==> src/assert_macros.svh <==
// Assertion helpers shared by the RTL files.
`ifndef ASSERT_MACROS_SVH
`define ASSERT_MACROS_SVH

// Same-cycle implication, disabled while reset is asserted.
`define ASSERT_IMP(lbl, clk, rst_n, a, b) \
	lbl: assert property (@(posedge clk) disable iff (!rst_n) (a) |-> (b)) \
		else $error("assertion failed");

// Next-cycle implication, disabled while reset is asserted.
`define ASSERT_NEXT(lbl, clk, rst_n, a, b) \
	lbl: assert property (@(posedge clk) disable iff (!rst_n) (a) |=> (b)) \
		else $error("assertion failed");

`endif

==> src/mbc_pkg.sv <==
package mbc_pkg;

	localparam int NumRounds = 32;
	localparam int RotAmount = 11;
	localparam int NumKeyWords = 8;

	typedef logic [31:0] word_t;
	typedef logic [63:0] block_t;

	// Configuration register indexes
	typedef enum logic [2:0] {
		REG_KEY01 = 3'd0,
		REG_KEY23 = 3'd1,
		REG_KEY45 = 3'd2,
		REG_KEY67 = 3'd3,
		REG_DIR   = 3'd4
	} reg_idx_t;

	// S-boxes, one per nibble, nibble 0 is the least significant
	localparam logic [3:0] SBOX [8][16] = '{
		'{4'd12, 4'd4, 4'd6, 4'd2, 4'd10, 4'd5, 4'd11, 4'd9,
		  4'd14, 4'd8, 4'd13, 4'd7, 4'd0, 4'd3, 4'd15, 4'd1},
		'{4'd6, 4'd8, 4'd2, 4'd3, 4'd9, 4'd10, 4'd5, 4'd12,
		  4'd1, 4'd14, 4'd4, 4'd7, 4'd11, 4'd13, 4'd0, 4'd15},
		'{4'd11, 4'd3, 4'd5, 4'd8, 4'd2, 4'd15, 4'd10, 4'd13,
		  4'd14, 4'd1, 4'd7, 4'd4, 4'd12, 4'd9, 4'd6, 4'd0},
		'{4'd12, 4'd8, 4'd2, 4'd1, 4'd13, 4'd4, 4'd15, 4'd6,
		  4'd7, 4'd0, 4'd10, 4'd5, 4'd3, 4'd14, 4'd9, 4'd11},
		'{4'd7, 4'd15, 4'd5, 4'd10, 4'd8, 4'd1, 4'd6, 4'd13,
		  4'd0, 4'd9, 4'd3, 4'd14, 4'd11, 4'd4, 4'd2, 4'd12},
		'{4'd5, 4'd13, 4'd15, 4'd6, 4'd9, 4'd2, 4'd12, 4'd10,
		  4'd11, 4'd7, 4'd8, 4'd1, 4'd4, 4'd3, 4'd14, 4'd0},
		'{4'd8, 4'd14, 4'd2, 4'd5, 4'd6, 4'd9, 4'd1, 4'd12,
		  4'd15, 4'd4, 4'd11, 4'd0, 4'd13, 4'd10, 4'd3, 4'd7},
		'{4'd1, 4'd7, 4'd14, 4'd13, 4'd0, 4'd5, 4'd8, 4'd3,
		  4'd4, 4'd15, 4'd10, 4'd6, 4'd9, 4'd12, 4'd11, 4'd2}
	};

	// Nibble-wise substitution
	function automatic word_t substitute(input word_t x);
		word_t y;
		y = '0;
		for (int i = 0; i < 8; i++) begin
			y[4*i +: 4] = SBOX[i][x[4*i +: 4]];
		end
		return y;
	endfunction

	// Round function: add key, substitute, rotate left
	function automatic word_t round_fn(input word_t a, input word_t k);
		word_t t;
		t = substitute(a + k);
		return {t[31-RotAmount:0], t[31:32-RotAmount]};
	endfunction

	// Key word used in round r; decrypt runs the schedule backwards
	function automatic logic [2:0] key_sel(input int r, input logic dec);
		int idx;
		idx = dec ? (NumRounds - 1 - r) : r;
		if (idx < 24) begin
			return 3'(idx % NumKeyWords);
		end
		return 3'(NumRounds - 1 - idx);
	endfunction

endpackage

==> src/mbc_key_regs.sv <==
`include "assert_macros.svh"

module mbc_key_regs (
	input  logic                 clk,
	input  logic                 arst_n,
	input  logic                 wr_en,
	input  logic [2:0]           wr_addr,
	input  logic [63:0]          wr_data,
	output mbc_pkg::word_t       round_keys [mbc_pkg::NumRounds]
);
	import mbc_pkg::*;

	block_t key_q [4];
	logic   dir_q;
	word_t  kw [NumKeyWords];

	// configuration registers
	always_ff @(posedge clk or negedge arst_n) begin
		if (!arst_n) begin
			for (int i = 0; i < 4; i++) key_q[i] <= '0;
			dir_q <= 1'b0;
		end else if (wr_en) begin
			case (wr_addr)
				REG_KEY01: key_q[0] <= wr_data;
				REG_KEY23: key_q[1] <= wr_data;
				REG_KEY45: key_q[2] <= wr_data;
				REG_KEY67: key_q[3] <= wr_data;
				REG_DIR:   dir_q <= wr_data[0];
				default: ;
			endcase
		end
	end

	// split into K1..K8, K1 is the upper half of the first register
	always_comb begin
		for (int i = 0; i < NumKeyWords; i++) begin
			kw[i] = (i % 2 == 0) ? key_q[i/2][63:32] : key_q[i/2][31:0];
		end
	end

	// per-round key mux, selected by round index and direction
	always_comb begin
		for (int r = 0; r < NumRounds; r++) begin
			round_keys[r] = kw[key_sel(r, dir_q)];
		end
	end

	`ASSERT_NEXT(a_dir_write, clk, arst_n, wr_en && wr_addr == REG_DIR, dir_q == $past(wr_data[0]))

endmodule

==> config.mk <==
export PLATFORM = sky130hd
export DESIGN_NAME = mbc_key_regs
export DESIGN_NICKNAME = d
export VERILOG_FILES = /design/src/mbc_pkg.sv /design/src/mbc_key_regs.sv
export VERILOG_INCLUDE_DIRS = /design/src /design/src/src
export SDC_FILE = /design/constraint.sdc
export NUM_CORES = 1
export LEC_CHECK = 0
export ABC_AREA = 0
export BUFFER_PORTS_ARGS = -buffer_cell sky130_fd_sc_hd__buf_2
export CORE_AREA = 2 2 432 434
export DETAILED_ROUTE_END_ITERATION = 10
export DIE_AREA = 0 0 434 436
export PLACE_DENSITY = 0.3
export SLEW_MARGIN = 20
export SYNTH_ARGS = -nofsm -noshare
export SYNTH_HDL_FRONTEND = slang
export SYNTH_SLANG_ARGS = --single-unit
export TNS_END_PERCENT = 5
==> constraint.sdc <==
create_clock -name clk -period 1.4 [get_ports clk]
set_input_delay 0 -clock clk [delete_from_list [all_inputs] [get_ports clk]]
set_output_delay 0 -clock clk [all_outputs]
set_load 0.01 [all_outputs]
==> impl_results.rst <==
.. list-table::
   :header-rows: 1

   * - Metric
     - Value
   * - Iteration count of the initial detailed-routing pass
     - 5
   * - Leakage
     - approximately 0.012 uW
   * - Number of global-route vias before repair
     - 12884
   * - Leading cell type by number of instances after synthesis
     - sky130_fd_sc_hd__buf_4
   * - Max incr delay on CP
     - 460 ps
   * - DIE AREA
     - 189000 um2
   * - Final Max Slew Viols
     - 0
   * - Total global-route track usage
     - 9.35%
   * - Cell taking the most area after synthesis
     - sky130_fd_sc_hd__dfrtp_1
   * - Measured slew at the worst slew-check pin
     - 737 ps
   * - Post-Syn Nets
     - between 1000 and 1500
   * - Syn Area/Cell
     - 12.9 um2
   * - Timing startpoint of the critical path
     - dir_q
   * - Post-synthesis sequential element count
     - 257
   * - Post-DR wirelength/cell
     - 20.3 um
   * - Critical path's slowest cell
     - sky130_fd_sc_hd__dfrtp_4
   * - Sum of routed wire segments on met1
     - 40800 um
   * - Later-pin clock latency in the skew report
     - 550 ps
   * - Kind of critical path
     - reg2out
   * - Area share of the largest cell type after synthesis
     - 37.0%
   * - I/O Buffers
     - 1093
   * - Share of flip-flops with an asynchronous set or reset
     - 100%
   * - Number of buffers created by CTS
     - 37
   * - Maximum net fanout on the critical path
     - 25
   * - HP Start
     - wr_addr[2]
   * - CP endpoint kind
     - primary output
   * - Die span in y
     - 436 um
   * - Final worst-path cycle share
     - 147%
   * - Clock sink total
     - about 260
   * - Rows
     - around 160
   * - Power density cells
     - between 1500 and 2000 nW/um2
   * - Area growth, synth to finish
     - 46.2%
   * - Sequence of cells on the critical path
     - buf_12 -> buf_4 -> mux2_2 -> buf_2
   * - Worst R2R End
     - dir_q
   * - Top cells by area in the synthesized netlist
     - sky130_fd_sc_hd__dfrtp_1 (37%), sky130_fd_sc_hd__buf_4 (22%), sky130_fd_sc_hd__mux2_2 (22%)
   * - Distinct cell type count after synthesis
     - 12
   * - Gate family responsible for the most delay along the worst path
     - buffers and inverters
   * - Total wirelength of the detailed-routed design
     - between 90000 and 100000 um
   * - Met3 routed WL
     - 6330 um
   * - Instance count of the mapped netlist
     - 1344
   * - Mean number of vias per cell
     - 2.80
   * - Initial cell density of the core
     - 9.41%
   * - CTS HTree Levels
     - 2
   * - Summed instance area of the synthesized netlist
     - around 17000 um2
   * - Violations in the final reports
     - setup timing
   * - Aggregate global routing overflow
     - 0
   * - Pin count of the biggest net entering global routing
     - 60
   * - Detailed router's first-iteration violation count
     - between 400 and 500
   * - Count of placed standard cells including taps
     - between 4000 and 5000
   * - Required time at the worst-slack endpoint
     - approximately 1400 ps
   * - Worst hold path class
     - in2reg
   * - Minimum setup slack among reg-to-reg paths
     - 60 ps
   * - Register-to-Register Path Depth
     - 3
   * - Count of non-filler cells in the finished layout
     - 4605
   * - Wire length of the first global-routing pass
     - 122000 um
   * - CTS tree
     - built
   * - Antenna violations before repair
     - 13
   * - Worst ir drop on vdd
     - 0.673 mV
   * - Final-report setup violation count
     - 512
   * - Flip-flop cell with the highest count after synthesis
     - sky130_fd_sc_hd__dfrtp_1
   * - Clock transition at the registers of the reported paths
     - 60 ps
   * - Remaining antenna violation count after routing
     - 0
   * - Total via count after detailed routing
     - about 13000
   * - Total number of nets in the final design
     - 2163
   * - Register area share after synthesis
     - 37.0%
   * - RePlAce Congestion
     - 0.816
   * - Std-Cell Core Area
     - around 180000 um2
   * - Detail Route met2 WL
     - 43900 um
   * - # IOs
     - roughly 1100
   * - Clock tree skew after final layout
     - 0 ps
   * - Total half-perimeter wirelength after legalization and detailed placement
     - between 70000 and 80000 um
   * - Unrepaired setup endpoints after global routing
     - true
   * - Clock period minus worst slack
     - 2060 ps
   * - Uppermost routed layer
     - met5
   * - Critical Path End
     - round_keys[736]
   * - Outcome
     - finished with violations
   * - Number of warnings issued by yosys
     - 0
   * - Number of maximum-capacitance violations
     - 0
   * - Number of DRC violations after detailed routing
     - 0
   * - Post-placement setup slack
     - -150 ps
   * - Logic depth of the worst setup path including buffers
     - 4
   * - Ratio of cells with drive above 1 in the final layout
     - around 87%
   * - Relative max-transition margin
     - between 50% and 60%
   * - Top cell types by occurrence after synthesis
     - sky130_fd_sc_hd__buf_4 (518), sky130_fd_sc_hd__mux2_2 (333), sky130_fd_sc_hd__dfrtp_1 (257), sky130_fd_sc_hd__mux2_4 (180), sky130_fd_sc_hd__buf_2 (29)
   * - Number of enable-type register cells in the synthesized netlist
     - 0
   * - Start of the worst register-to-register path
     - dir_q
   * - Clock Tree Root
     - sky130_fd_sc_hd__clkbuf_16
   * - Smallest setup slack after layout
     - -663 ps
   * - Final Hold Viols
     - 0
   * - Worst endpoint data arrival time
     - 2060 ps
   * - Number of buffer and inverter instances along the worst setup path
     - 3
   * - CP startpoint kind
     - register
   * - Die X
     - 434 um
   * - Maximum buffer depth of the clock tree
     - 3
   * - Fmax
     - 485 MHz
[layout make-up]
cell class	instances	area (um2)
clock inverter	11	148
sequential	257	6500
clock buffer	53	1030
timing repair buffer	1279	7940
tap	2480	3100
antenna	7	17.5
multi-input combinational	518	6670
fill	20936	159000
[state kept, by name, summed over array words and instances, names as in the netlist]
signal  count
dir_q       1
key_q     256
[worst min-delay path by stage]
| stage | to | slack (ps) | depth (start not counted) |
|---|---|---|---|
| CTS | key_q[204] | 2 | 4 |
| global placement | key_q[164] | -120 | 1 |
| detailed placement | key_q[164] | -120 | 1 |
| global route | key_q[204] | 30 | 4 |
| finish | key_q[204] | 70 | 4 |
| floorplan | dir_q | -300 | 0 |
[worst reg2reg max path, cell delays in order, from the launching register on]
cell	delay, ps
sky130_fd_sc_hd__dfrtp_4	520
sky130_fd_sc_hd__buf_12	170
sky130_fd_sc_hd__buf_4	210
sky130_fd_sc_hd__mux2_2	310
[cells by family (layout without fill, tap and decap cells)]
| family | after synthesis | in the layout | share of synthesized area [%] |
|---|---|---|---|
| simple gates | 5 | 5 | 0.353 |
| other cells | 0 | 7 | 0 |
| mux | 513 | 513 | 37.1 |
| buf+inv | 569 | 1343 | 25.5 |
| flops | 257 | 257 | 37.0 |
[report_power, final]
part	internal, uW	leakage [uW]	switching (uW)
logic	11400	0.00850	12100
clock network	5640	0.000571	3840
registers	9140	0.00303	3560
total	26100	0.0121	19400
[what timing repair did]
| item | CTS | global route |
|---|---|---|
| cloned | 1 | 1 |
| hold buffers | 66 | 0 |
| resized for setup | 108 | 87 |
| hold endpoints to repair | 513 | 0 |
| buffers inserted | 1 | 0 |
| endpoints found under the setup margin | 602 | 523 |
[routing by layer]
layer  vias to the layer above  global-route usage, %
li1                       5610                      -
met4                         6                   2.54
met1                      6650                   12.1
met5                         -                      0
met2                       537                   15.2
met3                        88                   2.55
[placed cells by master (no fill, tap or decap), types with 2 or more instances in the layout]
cell type	netlist	layout
sky130_fd_sc_hd__buf_8	0	2
sky130_fd_sc_hd__buf_16	0	3
sky130_fd_sc_hd__dlygate4sd3_1	0	65
sky130_fd_sc_hd__mux2_4	180	217
sky130_fd_sc_hd__clkbuf_4	0	2
sky130_fd_sc_hd__clkbuf_16	0	38
sky130_fd_sc_hd__bufinv_16	0	3
sky130_fd_sc_hd__mux2_2	333	296
sky130_fd_sc_hd__dfrtp_2	0	49
sky130_fd_sc_hd__and4bb_4	0	2
sky130_fd_sc_hd__buf_6	3	80
sky130_fd_sc_hd__clkbuf_8	0	4
sky130_fd_sc_hd__diode_2	0	7
sky130_fd_sc_hd__clkinv_2	0	3
sky130_fd_sc_hd__buf_12	18	24
sky130_fd_sc_hd__dfrtp_4	0	2
sky130_fd_sc_hd__inv_6	0	2
sky130_fd_sc_hd__buf_2	29	1010
sky130_fd_sc_hd__clkbuf_1	1	12
sky130_fd_sc_hd__buf_4	518	91
sky130_fd_sc_hd__clkinv_4	0	2
sky130_fd_sc_hd__dfrtp_1	257	206
[per-stage QoR]
stage,hold WS (ps),utilization (%),TNS (ps),area (um2),total power (uW)
2_1_floorplan,-296,-,-98.4,17400,27100
3_3_place_gp,-122,12.3,-6620,22800,35100
3_5_place_dp,-118,12.3,-8970,22800,34800
4_1_cts,1.72,13.5,-336270,24900,45600
5_1_grt,27.5,13.7,-341040,25400,48100
6_report,67.6,13.8,-289710,25400,45600
No activity file was read; power rests on OpenSTA's default activity.
