==> config.mk <==
export PLATFORM = sky130hd
export DESIGN_NAME = mbc_round_cell
export DESIGN_NICKNAME = d
export VERILOG_FILES = /design/src/mbc_pkg.sv /design/src/mbc_round_cell.sv
export VERILOG_INCLUDE_DIRS = /design/src /design/src/src
export SDC_FILE = /design/constraint.sdc
export NUM_CORES = 1
export LEC_CHECK = 0
export BUFFER_PORTS_ARGS = -buffer_cell sky130_fd_sc_hd__buf_2
export CORE_ASPECT_RATIO = 0.8
export CORE_MARGIN = 1
export CORE_UTILIZATION = 58
export CTS_BUF_LIST = sky130_fd_sc_hd__clkbuf_2
export DETAILED_ROUTE_END_ITERATION = 8
export HOLD_SLACK_MARGIN = 0.08
export PLACE_DENSITY_LB_ADDON = 0.2
export SYNTH_ARGS = -nofsm -noshare
export SYNTH_HDL_FRONTEND = slang
export SYNTH_SLANG_ARGS = --single-unit
==> constraint.sdc <==
create_clock -name clk -period 3.7 [get_ports clk]
set_clock_uncertainty 0.15 [all_clocks]
set_input_delay 0.185 -clock clk [delete_from_list [all_inputs] [get_ports clk]]
set_output_delay 0.185 -clock clk [all_outputs]
set_load 0.02 [all_outputs]
==> src/assert_macros.svh <==
// Assertion helpers shared by the RTL files.
`ifndef ASSERT_MACROS_SVH
`define ASSERT_MACROS_SVH

// Same-cycle implication, disabled while reset is asserted.
`define ASSERT_IMP(lbl, clk, rst_n, a, b) \
	lbl: assert property (@(posedge clk) disable iff (!rst_n) (a) |-> (b)) \
		else $error("assertion failed");

// Next-cycle implication, disabled while reset is asserted.
`define ASSERT_NEXT(lbl, clk, rst_n, a, b) \
	lbl: assert property (@(posedge clk) disable iff (!rst_n) (a) |=> (b)) \
		else $error("assertion failed");

`endif

==> src/mbc_pkg.sv <==
package mbc_pkg;

	localparam int NumRounds = 32;
	localparam int RotAmount = 11;
	localparam int NumKeyWords = 8;

	typedef logic [31:0] word_t;
	typedef logic [63:0] block_t;

	// Configuration register indexes
	typedef enum logic [2:0] {
		REG_KEY01 = 3'd0,
		REG_KEY23 = 3'd1,
		REG_KEY45 = 3'd2,
		REG_KEY67 = 3'd3,
		REG_DIR   = 3'd4
	} reg_idx_t;

	// S-boxes, one per nibble, nibble 0 is the least significant
	localparam logic [3:0] SBOX [8][16] = '{
		'{4'd12, 4'd4, 4'd6, 4'd2, 4'd10, 4'd5, 4'd11, 4'd9,
		  4'd14, 4'd8, 4'd13, 4'd7, 4'd0, 4'd3, 4'd15, 4'd1},
		'{4'd6, 4'd8, 4'd2, 4'd3, 4'd9, 4'd10, 4'd5, 4'd12,
		  4'd1, 4'd14, 4'd4, 4'd7, 4'd11, 4'd13, 4'd0, 4'd15},
		'{4'd11, 4'd3, 4'd5, 4'd8, 4'd2, 4'd15, 4'd10, 4'd13,
		  4'd14, 4'd1, 4'd7, 4'd4, 4'd12, 4'd9, 4'd6, 4'd0},
		'{4'd12, 4'd8, 4'd2, 4'd1, 4'd13, 4'd4, 4'd15, 4'd6,
		  4'd7, 4'd0, 4'd10, 4'd5, 4'd3, 4'd14, 4'd9, 4'd11},
		'{4'd7, 4'd15, 4'd5, 4'd10, 4'd8, 4'd1, 4'd6, 4'd13,
		  4'd0, 4'd9, 4'd3, 4'd14, 4'd11, 4'd4, 4'd2, 4'd12},
		'{4'd5, 4'd13, 4'd15, 4'd6, 4'd9, 4'd2, 4'd12, 4'd10,
		  4'd11, 4'd7, 4'd8, 4'd1, 4'd4, 4'd3, 4'd14, 4'd0},
		'{4'd8, 4'd14, 4'd2, 4'd5, 4'd6, 4'd9, 4'd1, 4'd12,
		  4'd15, 4'd4, 4'd11, 4'd0, 4'd13, 4'd10, 4'd3, 4'd7},
		'{4'd1, 4'd7, 4'd14, 4'd13, 4'd0, 4'd5, 4'd8, 4'd3,
		  4'd4, 4'd15, 4'd10, 4'd6, 4'd9, 4'd12, 4'd11, 4'd2}
	};

	// Nibble-wise substitution
	function automatic word_t substitute(input word_t x);
		word_t y;
		y = '0;
		for (int i = 0; i < 8; i++) begin
			y[4*i +: 4] = SBOX[i][x[4*i +: 4]];
		end
		return y;
	endfunction

	// Round function: add key, substitute, rotate left
	function automatic word_t round_fn(input word_t a, input word_t k);
		word_t t;
		t = substitute(a + k);
		return {t[31-RotAmount:0], t[31:32-RotAmount]};
	endfunction

	// Key word used in round r; decrypt runs the schedule backwards
	function automatic logic [2:0] key_sel(input int r, input logic dec);
		int idx;
		idx = dec ? (NumRounds - 1 - r) : r;
		if (idx < 24) begin
			return 3'(idx % NumKeyWords);
		end
		return 3'(NumRounds - 1 - idx);
	endfunction

endpackage

==> src/mbc_round_cell.sv <==
`include "assert_macros.svh"

module mbc_round_cell (
	input  logic           clk,
	input  logic           arst_n,
	input  logic           in_valid,
	output logic           in_ready,
	input  mbc_pkg::block_t in_data,
	input  mbc_pkg::word_t  rkey,
	output logic           out_valid,
	input  logic           out_ready,
	output mbc_pkg::block_t out_data
);
	import mbc_pkg::*;

	logic   v_q;
	block_t d_q;
	word_t  f;

	// stage takes a word when empty or when its word moves on
	assign in_ready = !v_q || out_ready;
	assign f = round_fn(in_data[31:0], rkey);

	always_ff @(posedge clk or negedge arst_n) begin
		if (!arst_n) begin
			v_q <= 1'b0;
		end else if (in_ready) begin
			v_q <= in_valid;
		end
	end

	// one round with swap: new upper = a0, new lower = f ^ a1
	always_ff @(posedge clk) begin
		if (in_valid && in_ready) begin
			d_q <= {in_data[31:0], f ^ in_data[63:32]};
		end
	end

	assign out_valid = v_q;
	assign out_data  = d_q;

	`ASSERT_NEXT(a_hold, clk, arst_n, v_q && !out_ready, v_q && $stable(d_q))

endmodule
==> flow_metrics.py, run 1 <==
metrics = {
    "outcome": {
        "outcome": "completed",
    },
    "finish": {
        "num-fill-cells": 546,
        "area_delta_synth_final_pct": 37.8,
        "drive_gt1_frac": 0.344,
        "fin_nets": 923,
        "seq_area_um2": 1950,
        "antenna_cells": 0,
        "multi_input_area_um2": 3330,
        "stdcell_count": 874,
    },
    "logic_synthesis": {
        "synth_cells": 491,
        "syn-num-nets": 660,
        "ys_seq_area_frac": 0.362,
        "syn-mean-instance-area_um2": 10.9,
        "yosys_warnings": 0,
        "synth_area_leader_cell": "edfxtp_1",
        "async_flop_share": 0.0154,
        "ys_top_cells_by_area": "edfxtp_1 (36%), ha_1 (16%), xor2_1 (5.7%), xnor2_1 (4.7%), mux4_2 (4.6%)",
        "netlist_area_um2": 5380,
        "ys_seq_elements": 65,
        "synth_edf_count": 64,
        "ys_types": 68,
        "synth_flop_cell": "edfxtp_1",
        "yosys.area.top_type_share": 0.357,
    },
    "setup_path": {
        "cpPeakStageDelay_ps": 520,
        "critical_path.slowest_cell": "dlygate4sd3_1",
        "crit_path_end_kind": "register",
        "r2r_cells": 3,
        "critical_path_class": "in2reg",
        "cp_data_arrival_time_ps": 3750,
        "critPathMaxFanout": 4,
        "critical_path.cell_chain": "dlygate4sd3_1 -> buf_2 -> inv_1 -> fa_1 -> nand2b_1 -> a21oi_2 -> o41a_4 -> a31oi_4 -> o31ai_1 -> xor2_1 -> inv_1 -> ha_1 -> mux4_2 -> xor2_1",
        "critPathRequiredTime_ps": 3890,
        "start_kind": "input port",
    },
    "clocking": {
        "clock_latency_ps": 550,
        "cts_buffers": 9,
        "clock-sinks": 65,
        "cts_buffer_depth": 2,
        "cts.root.buffer_cell": "clkbuf_2",
        "clk_pin_slew_ps": 210,
        "htreeDepth": 3,
        "cts_tree": "done",
    },
    "die": {
        "core.rowCount": 31,
        "io-pin-count": 166,
        "fp.dieH_um": 88.1,
        "die_w_um": 110,
        "dieArea_um2": 9660,
        "core_um2": 9040,
        "start_util": 0.595,
    },
    "global_route": {
        "overflow": 0,
        "grt_usage": 0.280,
        "grt_pass1_vias": 4638,
        "grt_pass1_wl_mm": 20.8,
        "antenna_found_initial": 0,
        "grt_max_degree": 65,
    },
    "placed_design": {
        "portBuffers": 165,
        "pre_cts_ws_ps": -187,
        "dp_hpwl_mm": 9.58,
        "place.gp.congestion": 0.867,
        "post-place-cells": 788,
    },
    "timing": {
        "slew_headroom": 0.553,
        "max_clock_freq_mhz": 281,
        "tightest_slew_ps": 666,
        "finalCritPeriodShare": 0.963,
        "rsz0062_at_grt": "false",
        "hold_ws_ps": 192,
        "setup_slack_ps": 136,
        "min_period_ps": 3560,
        "setup_viol": 0,
        "drv_slew": 0,
        "hold_viol": 0,
    },
    "flow_run": {
        "cap_violations": 0,
    },
    "routing": {
        "firstDrtPassIters": 6,
        "postRouteAntennaNets": 0,
        "drt-vias-per-instance": 5.43,
        "drc_errors": 0,
        "first_iter_violations": 217,
        "drt_wl_total_mm": 13.4,
        "dr_total_vias": 4747,
        "post_drt_wl_per_cell_um": 15.3,
    },
    "power_and_ir_drop": {
        "p_leak_nw": 3.34,
        "powerDensity_nw_per_um2": 405,
        "ir_drop_uv": 279,
    },
    "min_path": {
        "hp-class": "in2reg",
        "min_path_cells": 2,
    },
}
## sequential cells by signal, indices dropped and copies added, names as in the netlist
register,flops
out_data,64
out_valid,1
## cell families after synthesis
family                     after synthesis  share of synthesized area
muxes                                   18                     0.0591
xor gates and xnor gates                66                      0.112
adders and majority gates               70                      0.164
buffers and inverters                   42                     0.0354
DFF                                     65                      0.362
AOI/OAI and AO/OA                      122                      0.166
and+or+nand+nor                        108                      0.102
## through the flow
stage          power [mW]  utilization  TNS, ps  cell area (µm²)
2_1_floorplan        2.02            -        0             5380
3_3_place_gp         2.33        0.718        0             6490
3_5_place_dp         2.42        0.718     -648             6490
4_1_cts              2.98        0.809        0             7310
5_1_grt              3.18        0.820        0             7410
6_report             3.00        0.820        0             7410
## power by group
part	leakage, nW	total (mW)	internal [mW]	switching (mW)
combinational	2.64	1.52	0.688	0.829
clock	0.0817	0.500	0.223	0.277
sequential	0.620	0.980	0.960	0.0203
## cell usage in the layout, fill, tap and decap left out, types with 9 or more instances in the layout
| master | instances |
|---|---|
| mux4_2 | 11 |
| edfxtp_1 | 64 |
| xor2_1 | 32 |
| xnor2_1 | 28 |
| ha_1 | 67 |
| clkbuf_2 | 10 |
| buf_2 | 165 |
| o21ai_0 | 20 |
| nor2_1 | 29 |
| a21o_1 | 9 |
| inv_1 | 32 |
| dlygate4sd3_1 | 69 |
| buf_4 | 26 |
| a21oi_1 | 27 |
| nand2_1 | 25 |
## what timing repair did
action	4_1_cts	5_1_grt
hold endpoints to repair	66	0
buffers inserted	0	1
hold buffers	69	0
setup endpoints to repair	0	11
gates resized for setup	0	14
## layer usage
metal  share of wire  vias up  GRT usage
met5               0        -          0
met4           0.025        0      0.112
met3           0.059       31     0.0573
met2            0.50      194      0.492
met1            0.42     2185      0.339
li1                -     2337          -
## synth_stat cells, types with 2 or more instances
master,instances
ha_1,68
edfxtp_1,64
xor2_1,35
inv_1,32
a21oi_1,29
nor2_1,29
xnor2_1,29
nand2_1,25
o21ai_0,21
mux4_2,11
a211oi_1,9
a21o_1,9
a31oi_1,8
nand2b_1,8
mux2i_1,7
nor2b_1,7
o211ai_1,7
nand3_1,6
nor3_1,6
a21o_2,5
nand4_1,4
nor3b_1,4
o21a_1,4
a31o_2,3
and3_1,3
buf_4,3
o21ai_2,3
o21bai_1,3
or3_1,3
a32o_1,2
and2_1,2
and3_2,2
buf_2,2
clkbuf_1,2
nor4_1,2
o31ai_1,2
## path summary, 6_finish.rpt
path                            slack, ps                   from                     end
worst min register to register        940  out_valid$_DFFE_PN0N_  out_data[50]$_DFFE_PP_
worst max-delay path                  140             in_data[1]  out_data[27]$_DFFE_PP_
worst min-delay path                  190            in_data[29]  out_data[61]$_DFFE_PP_
max in group asynchronous            3040                 arst_n   out_valid$_DFFE_PN0N_
worst max register to register       2180  out_valid$_DFFE_PN0N_  out_data[25]$_DFFE_PP_
min in group asynchronous             270                 arst_n   out_valid$_DFFE_PN0N_
## worst max-delay path: cells and delay by family
family	cells	cell delay [ps]
mux	1	490
fa+ha+maj	2	670
buf+inv	4	870
xor+xnor	2	520
simple gates	1	220
compound gates	4	790
## layout make-up
type,count,share of cell area
Inverter,33,0.0169
Clock buffer,10,0.00676
Multi-Input combinational cell,384,0.449
Sequential cell,65,0.263
Tap cell,115,0.0194
Timing Repair Buffer,261,0.234
Clock inverter,6,0.0111
Power figures use the tool's default switching activity.
==> run 2: changes to the inputs <==
--- a/config.mk
+++ b/config.mk
@@ -6,14 +6,16 @@
 export SDC_FILE = /design/constraint.sdc
 export NUM_CORES = 1
 export LEC_CHECK = 0
+export ABC_AREA = 1
 export BUFFER_PORTS_ARGS = -buffer_cell sky130_fd_sc_hd__buf_2
 export CORE_ASPECT_RATIO = 0.8
 export CORE_MARGIN = 1
-export CORE_UTILIZATION = 58
+export CORE_UTILIZATION = 60
 export CTS_BUF_LIST = sky130_fd_sc_hd__clkbuf_2
 export DETAILED_ROUTE_END_ITERATION = 8
 export HOLD_SLACK_MARGIN = 0.08
-export PLACE_DENSITY_LB_ADDON = 0.2
+export PLACE_DENSITY = 0.95
+export SKIP_CTS_REPAIR_TIMING = 1
 export SYNTH_ARGS = -nofsm -noshare
 export SYNTH_HDL_FRONTEND = slang
 export SYNTH_SLANG_ARGS = --single-unit
==> run 2 against run 1 <==
  * Via count increased by 33%
  * Sequential power decreased by 2.6%
  * Non-clock buffer count decreased by 27
  * Final cell count increased by 41%
==> flow_metrics.py, run 2 <==
metrics = {
    "power_and_ir_drop": {
        "swShare": 0.407,
        "p_sw_mw": 1.21,
        "clockPowerShare": 0.193,
        "powerDensity_nw_per_um2": 373,
        "combinationalPowerShare": 0.484,
        "ir_drop_uv": 353,
        "pwr-share-seq": 0.323,
        "p_int_mw": 1.75,
        "p_leak_nw": 4.24,
    },
    "die": {
        "core_um2": 9770,
        "start_util": 0.624,
        "die_w_um": 115,
        "io-pin-count": 166,
        "core.rowCount": 32,
        "fp.dieH_um": 92.1,
        "dieArea_um2": 10600,
    },
    "timing": {
        "tns_ps": 0,
        "max_clock_freq_mhz": 299,
        "tightest_slew_ps": 845,
        "hold_ws_ps": 205,
        "setup_viol": 0,
        "hold_viol": 0,
        "rsz0062_at_grt": "false",
        "slew_headroom": 0.437,
        "drv_slew": 0,
        "setup_slack_ps": 353,
        "finalCritPeriodShare": 0.905,
        "min_period_ps": 3350,
    },
    "routing": {
        "drt_wl_total_mm": 16.4,
        "top_layer_used": "met4",
        "wl_met2_mm": 7.69,
        "post_drt_wl_per_cell_um": 13.3,
        "postRouteAntennaNets": 0,
        "wl_met1_mm": 7.32,
        "dr_total_vias": 6329,
        "drc_errors": 0,
        "firstDrtPassIters": 5,
        "wl_met3_mm": 1.24,
        "first_iter_violations": 507,
        "drt-vias-per-instance": 5.12,
    },
    "logic_synthesis": {
        "synth_edf_count": 64,
        "yosys-top-cells-count": "nand2_1 (319), inv_1 (131), ha_1 (68), edfxtp_1 (64), nor2_1 (56)",
        "ys_types": 32,
        "ys_seq_area_frac": 0.320,
        "syn-mean-instance-area_um2": 7.18,
        "synth_flop_cell": "edfxtp_1",
        "synth.most_common_cell": "nand2_1",
        "async_flop_share": 0.0154,
        "ys_seq_elements": 65,
        "yosys.area.top_type_share": 0.315,
        "ys_top_cells_by_area": "edfxtp_1 (32%), nand2_1 (20%), ha_1 (14%), inv_1 (8.1%), nand3_1 (4.1%)",
        "yosys_warnings": 0,
        "netlist_area_um2": 6090,
        "synth_area_leader_cell": "edfxtp_1",
        "synth_cells": 849,
        "syn-num-nets": 1018,
    },
    "setup_path": {
        "critical_path_class": "in2reg",
        "start_kind": "input port",
        "cp.buffers_inverters": 5,
        "critPathRequiredTime_ps": 3890,
        "crit_family": "simple AND/OR/NAND/NOR gates",
        "crit_top_cell": "nand2_1",
        "critPathMaxFanout": 6,
        "critical_path.slowest_cell": "dlygate4sd3_1",
        "critical_path.cell_chain": "dlygate4sd3_1 -> buf_2 -> ha_1 -> inv_1 -> fa_1 -> inv_1 -> nand3_1 -> nand2_1 -> nand2_1 -> nand2_2 -> nand2_1 -> nand2_2 -> xor2_1 -> inv_1 -> ha_1 -> or2_2 -> o211ai_2 -> nand2_1 -> nand2_1 -> nand2_1",
        "cp_data_arrival_time_ps": 3530,
        "crit_path_end_kind": "register",
        "cpPeakStageDelay_ps": 540,
    },
    "outcome": {
        "outcome": "completed",
    },
    "finish": {
        "fin_nets": 1263,
        "layout_common_cells": "nand2_1 (319), buf_2 (165), inv_1 (131)",
        "area_delta_synth_final_pct": 30.5,
        "layout_commonest_cell": "nand2_1",
        "num-fill-cells": 664,
        "drive_gt1_frac": 0.193,
        "utilization": 0.814,
        "largest_reg_flops": 64,
    },
    "global_route": {
        "antenna_found_initial": 0,
        "grt_max_degree": 65,
        "grt_pass1_wl_mm": 23.0,
        "overflow": 0,
        "grt_pass1_vias": 5306,
        "grt_usage": 0.275,
    },
    "clocking": {
        "cts_buffer_depth": 2,
        "cts_buffers": 9,
        "cts.root.buffer_cell": "clkbuf_2",
        "cts_tree": "done",
        "clock_latency_ps": 540,
        "htreeDepth": 3,
        "clk_pin_slew_ps": 200,
        "clock-sinks": 65,
    },
    "placed_design": {
        "dp_hpwl_mm": 11.4,
        "pre_cts_ws_ps": 378,
        "place.gp.congestion": 0.915,
        "portBuffers": 165,
    },
    "min_path": {
        "hp-class": "in2reg",
    },
    "flow_run": {
        "cap_violations": 0,
    },
}
## run 2: cell types whose count changed after synthesis, sizes merged, moves of 14 or more
cell and delta:
nand2 +308, a21o -14, inv +100, nor2 +27, nand3 +45, xor2 -17
## run 2: worst paths after layout
path | endpoint | slack (ps) | startpoint | cells after the start
max | out_data[24]$_DFFE_PP_ | 350 | in_data[0] | 20
min | out_data[48]$_DFFE_PP_ | 210 | in_data[16] | 2
max reg2reg | out_data[11]$_DFFE_PP_ | 1830 | out_valid$_DFFE_PN0N_ | 2
min reg2reg | out_data[41]$_DFFE_PP_ | 1010 | out_valid$_DFFE_PN0N_ | 2
max in group asynchronous | out_valid$_DFFE_PN0N_ | 3020 | arst_n | 3
min in group asynchronous | out_valid$_DFFE_PN0N_ | 280 | arst_n | 3
## run 2: cell type report
cell class	count	area (µm²)	area share
Timing Repair Buffer	234	1510	0.190
Inverter	132	495	0.0623
Clock buffer	10	50.0	0.00630
Clock inverter	6	108	0.0135
Sequential cell	65	1950	0.245
Multi-Input combinational cell	652	3660	0.461
Antenna cell	1	2.50	0.000315
Tap cell	136	170	0.0214
## run 2: per-layer routing
layer,GRT usage,vias to the layer above
met4,0.0779,0
met1,0.379,2823
met3,0.0582,21
li1,-,3201
met5,0,-
met2,0.436,284
## run 2: worst reg2reg max path, cell delays in order, from the launching register on
cell	delay, ps
dfrtp_1	470
a21oi_4	160
buf_4	670
## run 2: cells by family after synthesis
family,count (synthesis),synth area share
AOI/OAI and AO/OA,80,0.0766
DFF,65,0.320
adders and majority gates,69,0.143
and+or+nand+nor,463,0.315
xor gates and xnor gates,40,0.0649
buffers and inverters,132,0.0813
## run 2: through the flow
step	total power, mW	cell area (µm²)	std cells
2_1_floorplan	1.96	6100	849
3_3_place_gp	2.24	7110	1151
3_5_place_dp	2.29	7110	1151
4_1_cts	2.86	7260	1167
5_1_grt	3.17	7950	1235
6_report	2.96	7950	1236
## run 2: power by group through the flow
stage	sequential (mW)	clock (mW)	combinational, mW
floorplan	1.08	0	0.884
global placement	0.968	0	1.27
detailed placement	0.969	0	1.33
CTS	0.952	0.570	1.33
global route	0.963	0.607	1.60
finish	0.955	0.573	1.43
==> run 3: changes to the inputs <==
--- a/config.mk
+++ b/config.mk
@@ -6,11 +6,10 @@
 export SDC_FILE = /design/constraint.sdc
 export NUM_CORES = 1
 export LEC_CHECK = 0
-export ABC_AREA = 1
 export BUFFER_PORTS_ARGS = -buffer_cell sky130_fd_sc_hd__buf_2
 export CORE_ASPECT_RATIO = 0.8
 export CORE_MARGIN = 1
-export CORE_UTILIZATION = 60
+export CORE_UTILIZATION = 58
 export CTS_BUF_LIST = sky130_fd_sc_hd__clkbuf_2
 export DETAILED_ROUTE_END_ITERATION = 8
 export HOLD_SLACK_MARGIN = 0.08
==> run 3 against run 2 <==
  * Wire length fell by 12%
  * Via count shrank 23%
  * Global-route usage fell by 0.64 points
  * Maximum frequency shrank 6.1%
  * Sequential share of layout area increased by 2.5 points
  * Non-clock buffer count grew 18
  * Largest power group unchanged
==> flow_metrics.py, run 3 (synthesized netlist as in run 1, its figures left out) <==
metrics = {
    "outcome": {
        "outcome": "completed",
    },
    "routing": {
        "first_iter_violations": 436,
        "post_drt_wl_per_cell_um": 16.7,
        "dr_total_vias": 4901,
        "drt-vias-per-instance": 5.67,
        "drt_wl_total_mm": 14.5,
        "firstDrtPassIters": 5,
        "drc_errors": 0,
        "postRouteAntennaNets": 0,
    },
    "min_path": {
        "holdCritStartpoint": "rkey[0]",
        "min_path_cells": 4,
        "holdPathEnd": "out_data[14]$_DFFE_PP_",
        "hp-class": "in2reg",
    },
    "setup_path": {
        "critPathMaxFanout": 4,
        "critical_path.slowest_cell": "dlygate4sd3_1",
        "start_kind": "input port",
        "crit_path_end_kind": "register",
        "r2r_end": "out_data[4]$_DFFE_PP_",
        "cp_data_arrival_time_ps": 3730,
        "worstReg2RegStart": "out_valid$_DFFE_PN0N_",
        "cpPeakStageDelay_ps": 540,
        "critPathRequiredTime_ps": 3870,
        "critical_path_class": "in2reg",
        "rrSetupSlack_ps": 1490,
        "r2r_cells": 3,
        "critical_path.cell_chain": "dlygate4sd3_1 -> buf_2 -> ha_1 -> o41a_1 -> a41oi_1 -> a21oi_1 -> nor4b_1 -> o31ai_1 -> xnor2_1 -> inv_1 -> ha_1 -> a21oi_1 -> o21ai_0 -> xor2_1",
    },
    "finish": {
        "area_delta_synth_final_pct": 34.2,
        "layout_common_cells": "buf_2 (165), ha_1 (68), dlygate4sd3_1 (68)",
        "final_cell_area_um2": 7220,
        "drive_gt1_frac": 0.323,
        "layout_commonest_cell": "buf_2",
        "stdcell_count": 865,
        "antenna_cells": 0,
        "largest_reg_flops": 64,
        "fin_nets": 914,
    },
    "global_route": {
        "antenna_found_initial": 0,
        "grt_max_degree": 47,
        "grt_pass1_wl_mm": 20.0,
        "grt_pass1_vias": 4354,
        "overflow": 0,
        "gr-usage-met3": 0.0640,
        "grt_usage": 0.269,
        "grt_util_met2": 0.475,
        "grt_util_met1": 0.331,
        "top_usage_layer": "met2",
    },
    "placed_design": {
        "post-place-cells": 781,
        "dp_hpwl_mm": 9.92,
        "place_area_um2": 6420,
        "portBuffers": 165,
        "pre_cts_ws_ps": -122,
        "place.gp.congestion": 0.938,
    },
    "die": {
        "dieArea_um2": 9660,
        "die_w_um": 110,
        "fp.dieH_um": 88.1,
        "io-pin-count": 166,
        "core.rowCount": 31,
        "core_um2": 9040,
        "start_util": 0.595,
    },
    "clocking": {
        "cts.root.buffer_cell": "clkbuf_2",
        "cts_buffers": 9,
        "clk_pin_slew_ps": 200,
        "clock_latency_ps": 530,
        "clock-sinks": 65,
        "htreeDepth": 3,
        "cts_tree": "done",
        "cts_buffer_depth": 2,
    },
    "timing": {
        "slew_headroom": 0.267,
        "setup_viol": 0,
        "max_clock_freq_mhz": 281,
        "finalCritPeriodShare": 0.963,
        "tightest_slew_ps": 1100,
        "min_period_ps": 3560,
        "hold_viol": 0,
        "drv_slew": 0,
        "setup_slack_ps": 135,
    },
    "power_and_ir_drop": {
        "fin_total_pwr_mw": 2.92,
        "ir_drop_uv": 442,
        "powerDensity_nw_per_um2": 405,
        "p_leak_nw": 3.27,
    },
    "flow_run": {
        "cap_violations": 0,
    },
}
## run 3: changes by cell type in the layout (fill, tap and decap cells not counted), sizes merged, moves of 9 or more
| cell | delta |
|---|---|
| nand3b | -9 |
| a31oi | +9 |
| nor2 | -27 |
| inv | -100 |
| a211oi | +9 |
| buf | +18 |
| mux4 | +11 |
| a21o | +14 |
| xor2 | +17 |
| nand3 | -45 |
| nand2 | -308 |
## run 3: cell type report
type / count / area [µm²]
clock buffer: 10 / 50.0
clock inverter: 6 / 60.1
fill: 526 / 1820
inverter: 33 / 125
multi-input combinational: 384 / 3240
sequential: 65 / 1950
tap: 115 / 144
timing repair buffer: 252 / 1650
## run 3: critical path, delay by kind of cell
family,cells,cell delay [ps]
XOR/XNOR,2,550
buffers and inverters,3,800
AND/OR/NAND/NOR,1,360
AO/OA/AOI/OAI,6,1270
adder cells (fa/ha/maj),2,560
## run 3: how the worst max path moves through the flow
stage / from / endpoint / slack (ps) / depth (start not counted)
floorplan: in_data[13] / out_data[8]$_DFFE_PP_ / 140 / 16
detailed placement: in_data[0] / out_data[8]$_DFFE_PP_ / -120 / 18
finish: in_data[17] / out_data[10]$_DFFE_PP_ / 140 / 14
global route: in_data[17] / out_data[8]$_DFFE_PP_ / -120 / 17
global placement: in_data[0] / out_data[8]$_DFFE_PP_ / 30 / 18
CTS: in_data[0] / out_data[8]$_DFFE_PP_ / 480 / 18
## run 3: report_power, final
group	internal [mW]	switching [mW]	total [mW]
logic	0.658	0.848	1.51
registers	0.961	0.0203	0.981
clock network	0.155	0.279	0.434
total	1.77	1.15	2.92
## run 3: per-layer routing
| layer | vias to the layer above | part of all wire | wire length, µm |
|---|---|---|---|
| li1 | 2326 | - | - |
| met1 | 2267 | 0.41 | 5870 |
| met2 | 252 | 0.49 | 7130 |
| met3 | 56 | 0.061 | 884 |
| met4 | 0 | 0.040 | 580 |
| met5 | - | 0 | 0 |
## run 3: through the flow
step	TNS [ps]	hold WS [ps]	util
3_3_place_gp	0	-187	0.711
4_1_cts	0	-786	0.723
2_1_floorplan	0	-261	-
6_report	0	142	0.798
3_5_place_dp	-378	-188	0.711
5_1_grt	-326	189	0.798
